===== src/rtl/trle_pkg.sv =====
// ----------------------------------------------------------------------------
// TGA RLE pixel decoder package
// Shared types, register codes and constants for the decoder modules.
// ----------------------------------------------------------------------------
`default_nettype none

package trle_pkg;

	// Largest encoded pixel, in bytes.
	localparam int MAX_PIXEL_BYTES_DEF = 4;

	// Entries in the queue between the front and the back.
	localparam int QUEUE_DEPTH = 4;

	// Packet header layout.
	localparam int     HDR_REPEAT_BIT = 7;
	localparam logic [7:0] HDR_COUNT_MASK = 8'h7f;

	// Alpha bits for 2-byte and 4-byte pixels.
	localparam logic [31:0] ALPHA_MASK_16 = 32'h0000_8000;
	localparam logic [31:0] ALPHA_MASK_32 = 32'hff00_0000;

	// Register reset values.
	localparam logic [2:0]  RESET_PIX_BYTES       = 3'd4;
	localparam logic        RESET_INDEXED_MODE    = 1'b0;
	localparam logic [15:0] RESET_COLORMAP_ORIGIN = 16'd0;
	localparam logic [15:0] RESET_FRAME_COLS      = 16'd1;
	localparam logic [15:0] RESET_FRAME_ROWS      = 16'd1;
	localparam logic [31:0] RESET_PIXEL_TOTAL     =
		32'(RESET_FRAME_COLS) * 32'(RESET_FRAME_ROWS);

	// Configuration register indexes.
	typedef enum logic [2:0] {
		REG_PIX_BYTES       = 3'd0,
		REG_INDEXED_MODE    = 3'd1,
		REG_COLORMAP_ORIGIN = 3'd2,
		REG_FRAME_COLS      = 3'd3,
		REG_FRAME_ROWS      = 3'd4
	} reg_index_t;

	// Configuration register file.
	typedef struct packed {
		logic [2:0]  pix_bytes;
		logic        indexed_mode;
		logic [15:0] colormap_origin;
		logic [15:0] frame_cols;
		logic [15:0] frame_rows;
	} cfg_t;

	// One finished pixel run, passed from the front to the back.
	typedef struct packed {
		logic [31:0] value;
		logic [7:0]  count;
		logic [2:0]  nbytes;
		logic        done;
	} pix_item_t;

endpackage

`default_nettype wire


===== src/rtl/trle_front.sv =====
// ----------------------------------------------------------------------------
// TGA RLE decoder front
// Parses packet headers, assembles pixel bytes and clips runs at image end.
// ----------------------------------------------------------------------------
`default_nettype none

module trle_front
	import trle_pkg::*;
#(
	parameter int MAX_PIXEL_BYTES = MAX_PIXEL_BYTES_DEF
) (
	input  wire logic       clk,
	input  wire logic       arst_n,
	input  wire cfg_t       cfg,
	input  wire logic       size_wr,
	input  wire logic       in_valid,
	output logic            in_ready,
	input  wire logic [7:0] in_byte,
	input  wire logic       q_ready,
	output logic            push,
	output pix_item_t       push_item
);

	logic        awaiting_q;
	logic        in_repeat_q;
	logic [7:0]  raw_q;
	logic [7:0]  rep_q;
	logic [1:0]  pos_q;
	logic [31:0] acc_q;
	logic [31:0] rem_q;
	logic        reload_q;

	logic [2:0]  nbytes;
	logic [2:0]  pos_inc;
	logic        complete;
	logic [31:0] acc_new;
	logic [7:0]  raw_dec;
	logic [7:0]  count_raw;
	logic [7:0]  count;
	logic        rem_zero;
	logic [31:0] rem_new;
	logic        done;
	logic [31:0] total;
	logic        take;

	assign total    = 32'(cfg.frame_cols) * 32'(cfg.frame_rows);
	assign in_ready = q_ready && !reload_q;
	assign take     = in_valid && in_ready;

	always_comb begin
		if (cfg.pix_bytes == 3'd0) begin
			nbytes = 3'd1;
		end else if (cfg.pix_bytes > 3'(MAX_PIXEL_BYTES)) begin
			nbytes = 3'(MAX_PIXEL_BYTES);
		end else begin
			nbytes = cfg.pix_bytes;
		end
	end

	assign pos_inc   = {1'b0, pos_q} + 3'd1;
	assign complete  = !(pos_inc < nbytes);
	assign acc_new   = acc_q | (32'(in_byte) << {pos_q, 3'b000});
	assign raw_dec   = (raw_q != 8'd0) ? raw_q - 8'd1 : 8'd0;
	assign count_raw = in_repeat_q ? rep_q : 8'd1;
	assign rem_zero  = (rem_q == 32'd0);

	always_comb begin
		count = count_raw;
		if (!rem_zero && ({24'd0, count_raw} > rem_q)) begin
			count = rem_q[7:0];
		end
	end

	assign rem_new = rem_q - {24'd0, count};
	assign done    = rem_zero || (rem_new == 32'd0);
	assign push    = take && !awaiting_q && complete;

	always_comb begin
		push_item.value  = acc_new;
		push_item.count  = count;
		push_item.nbytes = nbytes;
		push_item.done   = done;
	end

	always_ff @(posedge clk or negedge arst_n) begin
		if (!arst_n) begin
			awaiting_q  <= 1'b1;
			in_repeat_q <= 1'b0;
			raw_q       <= 8'd0;
			rep_q       <= 8'd0;
			pos_q       <= 2'd0;
			acc_q       <= 32'd0;
			rem_q       <= RESET_PIXEL_TOTAL;
			reload_q    <= 1'b0;
		end else begin
			reload_q <= size_wr;
			// No byte is taken while the pixel counter reloads.
			if (reload_q) begin
				rem_q <= total;
			end else if (take) begin
				if (awaiting_q) begin
					in_repeat_q <= in_byte[HDR_REPEAT_BIT];
					if (in_byte[HDR_REPEAT_BIT]) begin
						rep_q <= (in_byte & HDR_COUNT_MASK) + 8'd1;
						raw_q <= 8'd0;
					end else begin
						raw_q <= (in_byte & HDR_COUNT_MASK) + 8'd1;
					end
					awaiting_q <= 1'b0;
					pos_q      <= 2'd0;
					acc_q      <= 32'd0;
				end else if (!complete) begin
					pos_q <= pos_inc[1:0];
					acc_q <= acc_new;
				end else begin
					pos_q <= 2'd0;
					acc_q <= 32'd0;
					// The run finished the image: start over on a fresh one.
					if (done) begin
						awaiting_q  <= 1'b1;
						in_repeat_q <= 1'b0;
						raw_q       <= 8'd0;
						rep_q       <= 8'd0;
						rem_q       <= total;
					end else begin
						if (in_repeat_q) begin
							awaiting_q  <= 1'b1;
							in_repeat_q <= 1'b0;
						end else begin
							raw_q <= raw_dec;
							if (raw_dec == 8'd0) begin
								awaiting_q <= 1'b1;
							end
						end
						rem_q <= rem_new;
					end
				end
			end
		end
	end

endmodule

`default_nettype wire


===== src/rtl/trle_queue.sv =====
// ----------------------------------------------------------------------------
// TGA RLE decoder run queue
// Small register FIFO that decouples the front from the back.
// ----------------------------------------------------------------------------
`default_nettype none

module trle_queue
	import trle_pkg::*;
(
	input  wire logic      clk,
	input  wire logic      arst_n,
	input  wire logic      push,
	input  wire pix_item_t push_item,
	output logic           ready,
	input  wire logic      pop,
	output pix_item_t      pop_item,
	output logic           valid
);

	localparam int PTR_W = (QUEUE_DEPTH > 1) ? $clog2(QUEUE_DEPTH) : 1;
	localparam int CNT_W = $clog2(QUEUE_DEPTH + 1);

	pix_item_t        mem_q [QUEUE_DEPTH];
	logic [PTR_W-1:0] wr_ptr_q;
	logic [PTR_W-1:0] rd_ptr_q;
	logic [CNT_W-1:0] cnt_q;
	logic             do_push;
	logic             do_pop;

	assign ready    = (cnt_q != CNT_W'(QUEUE_DEPTH));
	assign valid    = (cnt_q != '0);
	assign pop_item = mem_q[rd_ptr_q];
	assign do_push  = push && ready;
	assign do_pop   = pop && valid;

	always_ff @(posedge clk) begin
		if (do_push) begin
			mem_q[wr_ptr_q] <= push_item;
		end
	end

	always_ff @(posedge clk or negedge arst_n) begin
		if (!arst_n) begin
			wr_ptr_q <= '0;
			rd_ptr_q <= '0;
			cnt_q    <= '0;
		end else begin
			if (do_push) begin
				wr_ptr_q <= (wr_ptr_q == PTR_W'(QUEUE_DEPTH - 1)) ? '0 :
					wr_ptr_q + PTR_W'(1);
			end
			if (do_pop) begin
				rd_ptr_q <= (rd_ptr_q == PTR_W'(QUEUE_DEPTH - 1)) ? '0 :
					rd_ptr_q + PTR_W'(1);
			end
			if (do_push && !do_pop) begin
				cnt_q <= cnt_q + CNT_W'(1);
			end else if (do_pop && !do_push) begin
				cnt_q <= cnt_q - CNT_W'(1);
			end
		end
	end

endmodule

`default_nettype wire


===== src/rtl/trle_back.sv =====
// ----------------------------------------------------------------------------
// TGA RLE decoder back
// Maps colormap indexes, tracks the alpha flag and holds the output register.
// ----------------------------------------------------------------------------
`default_nettype none

module trle_back
	import trle_pkg::*;
(
	input  wire logic      clk,
	input  wire logic      arst_n,
	input  wire cfg_t      cfg,
	input  wire logic      q_valid,
	input  wire pix_item_t q_item,
	output logic           pop,
	output logic           out_valid,
	input  wire logic      out_ready,
	output logic [31:0]    out_value,
	output logic [7:0]     out_count,
	output logic           out_alpha,
	output logic           out_done
);

	logic        out_valid_q;
	logic [31:0] value_q;
	logic [7:0]  count_q;
	logic        alpha_out_q;
	logic        done_q;
	logic        alpha_q;

	logic [31:0] mapped;
	logic [31:0] mask;
	logic        alpha_next;

	assign pop = q_valid && (!out_valid_q || out_ready);

	always_comb begin
		unique case (q_item.nbytes)
			3'd2:    mask = ALPHA_MASK_16;
			3'd4:    mask = ALPHA_MASK_32;
			default: mask = 32'd0;
		endcase
		if (cfg.indexed_mode) begin
			mapped     = {24'd0, q_item.value[7:0] - cfg.colormap_origin[7:0]};
			alpha_next = alpha_q;
		end else begin
			mapped     = q_item.value;
			alpha_next = alpha_q || ((q_item.value & mask) != 32'd0);
		end
	end

	always_ff @(posedge clk) begin
		if (pop) begin
			value_q     <= mapped;
			count_q     <= q_item.count;
			alpha_out_q <= alpha_next;
			done_q      <= q_item.done;
		end
	end

	always_ff @(posedge clk or negedge arst_n) begin
		if (!arst_n) begin
			out_valid_q <= 1'b0;
			alpha_q     <= 1'b0;
		end else begin
			if (pop) begin
				out_valid_q <= 1'b1;
				// The flag starts over with each new image.
				alpha_q     <= q_item.done ? 1'b0 : alpha_next;
			end else if (out_ready) begin
				out_valid_q <= 1'b0;
			end
		end
	end

	assign out_valid = out_valid_q;
	assign out_value = value_q;
	assign out_count = count_q;
	assign out_alpha = alpha_out_q;
	assign out_done  = done_q;

endmodule

`default_nettype wire


===== src/rtl/tga_rle_pixel_decoder.sv =====
// ----------------------------------------------------------------------------
// TGA RLE pixel decoder
// Decodes a run-length encoded TGA pixel byte stream into pixel runs.
// ----------------------------------------------------------------------------
//
//  Channel  Direction  Signals                       Item
//  -------  ---------  ----------------------------  ---------------------------
//  s        in         s_tvalid s_tready s_tdata     one stream byte
//  m        out        m_tvalid m_tready m_tdata     one pixel run
//                      m_tuser m_tlast
//  cfg      in         cfg_valid cfg_ready           one register write
//                      cfg_index cfg_data
//
//  One byte is taken per cycle while the run queue has room and no reload is
//  under way; a run passes the run queue and then the back's output register.
//  arst_n clears all control state; the pixel counter starts at 1 x 1.
//  After a write to the image width or height, s_tready is low for one cycle
//  while the pixel counter reloads from the width times height product.
//  A stall on m holds the output register; the four-entry run queue then
//  keeps the byte side going until it fills.
//
`default_nettype none

module tga_rle_pixel_decoder
	import trle_pkg::*;
#(
	parameter int MAX_PIXEL_BYTES = MAX_PIXEL_BYTES_DEF
) (
	input  wire logic        clk,
	input  wire logic        arst_n,

	input  wire logic        s_tvalid,
	output logic             s_tready,
	input  wire logic [7:0]  s_tdata,    // [7:0] data_byte

	output logic             m_tvalid,
	input  wire logic        m_tready,
	output logic [39:0]      m_tdata,    // [31:0] pixel_value, [39:32] run_count
	output logic [0:0]       m_tuser,    // [0] alpha_seen
	output logic             m_tlast,    // image_done

	input  wire logic        cfg_valid,
	output logic             cfg_ready,
	input  wire logic [2:0]  cfg_index,
	input  wire logic [15:0] cfg_data
);

	cfg_t      cfg_q;
	logic      cfg_wr;
	logic      size_wr;
	logic      q_ready;
	logic      q_valid;
	logic      push;
	logic      pop;
	pix_item_t push_item;
	pix_item_t pop_item;
	logic [31:0] out_value;
	logic [7:0]  out_count;
	logic        out_alpha;

	// Register writes are always taken.
	assign cfg_ready = 1'b1;
	assign cfg_wr    = cfg_valid && cfg_ready;
	assign size_wr   = cfg_wr && ((cfg_index == REG_FRAME_COLS) ||
		(cfg_index == REG_FRAME_ROWS));

	always_ff @(posedge clk or negedge arst_n) begin
		if (!arst_n) begin
			cfg_q.pix_bytes       <= RESET_PIX_BYTES;
			cfg_q.indexed_mode    <= RESET_INDEXED_MODE;
			cfg_q.colormap_origin <= RESET_COLORMAP_ORIGIN;
			cfg_q.frame_cols      <= RESET_FRAME_COLS;
			cfg_q.frame_rows      <= RESET_FRAME_ROWS;
		end else if (cfg_wr) begin
			unique case (cfg_index)
				REG_PIX_BYTES:       cfg_q.pix_bytes       <= cfg_data[2:0];
				REG_INDEXED_MODE:    cfg_q.indexed_mode    <= cfg_data[0];
				REG_COLORMAP_ORIGIN: cfg_q.colormap_origin <= cfg_data;
				REG_FRAME_COLS:      cfg_q.frame_cols      <= cfg_data;
				REG_FRAME_ROWS:      cfg_q.frame_rows      <= cfg_data;
				default: ;
			endcase
		end
	end

	// Front: header parsing, byte assembly and clipping at the image end.
	trle_front #(
		.MAX_PIXEL_BYTES(MAX_PIXEL_BYTES)
	) u_front (
		.clk      (clk),
		.arst_n   (arst_n),
		.cfg      (cfg_q),
		.size_wr  (size_wr),
		.in_valid (s_tvalid),
		.in_ready (s_tready),
		.in_byte  (s_tdata),
		.q_ready  (q_ready),
		.push     (push),
		.push_item(push_item)
	);

	trle_queue u_queue (
		.clk      (clk),
		.arst_n   (arst_n),
		.push     (push),
		.push_item(push_item),
		.ready    (q_ready),
		.pop      (pop),
		.pop_item (pop_item),
		.valid    (q_valid)
	);

	// Back: index mapping, alpha tracking and the output register.
	trle_back u_back (
		.clk      (clk),
		.arst_n   (arst_n),
		.cfg      (cfg_q),
		.q_valid  (q_valid),
		.q_item   (pop_item),
		.pop      (pop),
		.out_valid(m_tvalid),
		.out_ready(m_tready),
		.out_value(out_value),
		.out_count(out_count),
		.out_alpha(out_alpha),
		.out_done (m_tlast)
	);

	assign m_tdata = {out_count, out_value};
	assign m_tuser = out_alpha;

endmodule

`default_nettype wire


===== config.mk =====
export PLATFORM = sky130hd
export DESIGN_NAME = tga_rle_pixel_decoder
export DESIGN_NICKNAME = d
export VERILOG_FILES = /design/src/rtl/trle_pkg.sv /design/src/rtl/trle_front.sv /design/src/rtl/trle_queue.sv /design/src/rtl/trle_back.sv /design/src/rtl/tga_rle_pixel_decoder.sv
export SDC_FILE = /design/constraint.sdc
export NUM_CORES = 1
export LEC_CHECK = 0
export BUFFER_PORTS_ARGS = -buffer_cell sky130_fd_sc_hd__buf_2
export CAP_MARGIN = 5
export CELL_PAD_IN_SITES_DETAIL_PLACEMENT = 0
export CELL_PAD_IN_SITES_GLOBAL_PLACEMENT = 1
export CORE_MARGIN = 2
export CORE_UTILIZATION = 30
export CTS_CLUSTER_SIZE = 12
export DETAILED_ROUTE_END_ITERATION = 7
export PLACE_DENSITY = 0.62
export REMOVE_ABC_BUFFERS = 1
export SLEW_MARGIN = 15
export SYNTH_ARGS = -nofsm -noshare
export SYNTH_HDL_FRONTEND = slang
export SYNTH_SLANG_ARGS = --single-unit

===== constraint.sdc =====
create_clock -name clk -period 6.5 [get_ports clk]
set_input_delay 1.95 -clock clk [delete_from_list [all_inputs] [get_ports clk]]
set_output_delay 1.95 -clock clk [all_outputs]
set_load 0.02 [all_outputs]

==> results.tsv <==
metric	value	unit
ios	77	
setup_viol	0	
synth_seq_area_share	0.399	
fin_setup_tns	0	ns
cts.clk_slew.worst_paths	0.06	ns
port_buffers	75	
layout_setup_ws	0.294	ns
critPathLaunch	cfg_q[22]$_DFFE_PN0P_	
ys_warn_count	0	
slew_viol_final	0	
initial_core_util	0.302	
numCtsBuffers	41	
grt.total_usage	0.152	
drtAntennaViolNets	0	
crit_buf_inv	3	
finalInstanceArea	28400	um^2
synth_xor_area_frac	0.0150	
synth_cell_types	87	
slowest_delay	0.54	ns
hold_slack	0.492	ns
timing.fmax	0.161	GHz
ys_seq_elements	356	
clock_latency	0.57	ns
yosysTopAreaCellShare	0.261	
cp.depth	20	
r2r-start	cfg_q[22]$_DFFE_PN0P_	
drc	0	
cp.arrival	6.66	ns
cts_tree	built	
grt_pass1_vias	18100	
drtPass1Iterations	5	
hpwl	48200	um
via_per_inst	4.92	
finalCritPeriodShare	0.955	
synthArstFlopShare	0.388	
diodes	0	
fp.coreArea	83200	um^2
syn-cell-area	25100	um^2
chipHeight	293	um
cpMaxStageDelayCell	dfrtp_2	
syn_inst	2264	
grt_max_degree	77	
crit_required	6.95	ns
syn_avg_cell_area	11.1	um^2
critical-path-top-delay-family	adder cells	
reg2reg_depth	20	
ys_top_cells_by_area	edfxtp_1, fa_1, dfrtp_1	
cts_buffer_depth	3	
critPathKind	flop to flop	
antenna_found_initial	0	
synth-simple-area-share	0.135	
grt_overflow	0	
rsz0062_at_grt	false	
cts_sinks	356	
routed_wl	64300	um
area_delta_synth_final	13.3	%
synth_commonest_cells	inv_1, nand2_1, edfxtp_1	
place_area	27000	um^2
rows	106	
synthFlopType	edfxtp_1	
nets	2725	
grt_pass1_wl	103000	um
root_buffer	clkbuf_16	
pre_cts_slack	0.0449	ns
synth_compound_area_frac	0.0893	
crit_end	u_front.rem_q[31]$_DFFE_PN0P_	
path_cells	and2_1 -> fa_1 -> fa_1 -> fa_1 -> inv_1 -> fa_1 -> fa_1 -> inv_1 -> fa_1 -> ha_1 -> a21o_1 -> a21oi_1 -> nand2_1 -> nor3_1 -> o21ai_1 -> buf_4 -> o211a_1 -> nor3_1 -> nor3b_1 -> a221o_1	
die_w	293	um
worst_setup_path_end_kind	flop	
wl_per_cell	18.5	um
synthMuxAreaShare	0.0712	
status	completed	
drive_above_1_share	0.159	
tightest_slew	1.08	ns
fin_crit	6.21	ns
yosys.area.top_type	edfxtp_1	
cp-start-kind	flop	
drtIter0Drc	848	
maxCapViolations	0	
hp-class	flop to flop	
fillers	8338	
synth-edff-count	218	
synth_top_family_by_area	adder cells	
crit_fanout	17	
synth_adder_area_share	0.228	
path_common_cell	fa_1	
yosysMostFrequentCell	inv_1	
via_count	17000	
hold_viol	0	
place.gp.congestion	0.855	
die_area	85900	um^2
htree_num_levels	2	
rrSetupSlack	0.29	ns
skew	0.0173	ns
rr_endpoint	u_front.rem_q[31]$_DFFE_PN0P_	
slew_headroom	0.279	
==> state kept, by name (all words and copies together), names as in the netlist, 3 cells and up <==
register,cells
u_back.out_value,32
u_back.out_count,8
u_queue.mem_q,176
u_front.rep_q,8
u_queue.cnt_q,3
u_front.rem_q,32
u_front.raw_q,8
cfg_q,44
u_front.acc_q,32
==> cell families (layout without fill, tap and decap cells) <==
group,Yosys count,after routing
muxes,118,118
adders and majority gates,339,339
DFF,356,356
xor gates and xnor gates,43,43
other,1,1
buffers and inverters,398,520
AOI/OAI and AO/OA,335,335
and+or+nand+nor,674,674
==> stage by stage <==
stage / util / instances
after floorplan: - / 2152
after CTS: 0.340 / 3464
after global routing: 0.342 / 3466
after detailed placement: 0.325 / 3389
final: 0.342 / 3466
after global placement: 0.325 / 3389
==> worst min-delay path by stage <==
stage	startpoint	to	slack (ns)	depth (start not counted)
after floorplan	u_front.rep_q[3]$_DFFE_PN0P_	u_front.rep_q[3]$_DFFE_PN0P_	0.45	1
after global placement	u_front.rep_q[3]$_DFFE_PN0P_	u_front.rep_q[3]$_DFFE_PN0P_	0.47	1
after detailed placement	u_front.rep_q[4]$_DFFE_PN0P_	u_front.rep_q[4]$_DFFE_PN0P_	0.47	1
after CTS	u_front.rep_q[4]$_DFFE_PN0P_	u_front.rep_q[4]$_DFFE_PN0P_	0.49	1
after global routing	u_front.rep_q[4]$_DFFE_PN0P_	u_front.rep_q[4]$_DFFE_PN0P_	0.51	1
final	u_front.rep_q[4]$_DFFE_PN0P_	u_front.rep_q[4]$_DFFE_PN0P_	0.49	1
==> worst register-to-register path: stages (launching register included) <==
cell     delay (ns)
dfrtp_2        0.54
and2_1         0.24
fa_1           0.51
fa_1           0.52
fa_1           0.53
inv_1          0.06
fa_1           0.46
fa_1           0.49
inv_1          0.05
fa_1           0.43
ha_1           0.35
a21o_1         0.20
a21oi_1        0.27
nand2_1        0.08
nor3_1         0.25
o21ai_1        0.16
buf_4          0.16
o211a_1        0.23
nor3_1         0.18
nor3b_1        0.07
a221o_1        0.32
==> cells in the final DEF, fill, tap and decap left out, types with 9 or more instances in the layout <==
master       n
ha_1       142
xor2_1      17
nand2b_1    10
buf_4       81
xnor2_1     26
a22o_1       9
or4_1       10
nor4_1      14
and2_1     104
inv_1      286
nor3_1      28
nand2_1    251
a21oi_1     88
buf_2       74
mux4_2      43
o21ai_0     60
nand4_1     11
mux2_2      50
mux2i_1     24
fa_1       197
nor2_1      97
a21o_1      51
nor2b_1     37
or3_1        9
and3_1      11
nand3_1     33
clkbuf_1    16
dfrtp_1    106
o211ai_1     9
clkbuf_16   42
edfxtp_1   218
dfrtp_2     26
==> final cells by class <==
type                    instances  area (um^2)  share of cell area
multi-input cells            1510        13600               0.478
flip-flops and latches        356        10000               0.354
clock inverters                13          133             0.00467
clock buffers                  62         1170              0.0411
well taps                    1080         1350              0.0476
inverters                     286         1070              0.0378
repair buffers                159         1050              0.0370
==> metal layers <==
metal / part of all wire / wire, um / vias up / global-route usage
li1: - / - / 7921 / -
met1: 0.44 / 28100 / 8736 / 0.196
met2: 0.51 / 32700 / 306 / 0.266
met3: 0.033 / 2130 / 77 / 0.0185
met4: 0.021 / 1350 / 0 / 0.0424
met5: 0 / 0 / - / 0
==> what timing repair did <==
| item | in CTS | in global routing |
|---|---|---|
| resized for setup | 0 | 34 |
| setup endpoints to repair | 0 | 45 |
| hold buffers | 0 | 0 |
| buffers inserted | 0 | 2 |
Power is not shown: default switching activity piles up to over one toggle a cycle in this logic, so the estimate is an artifact.
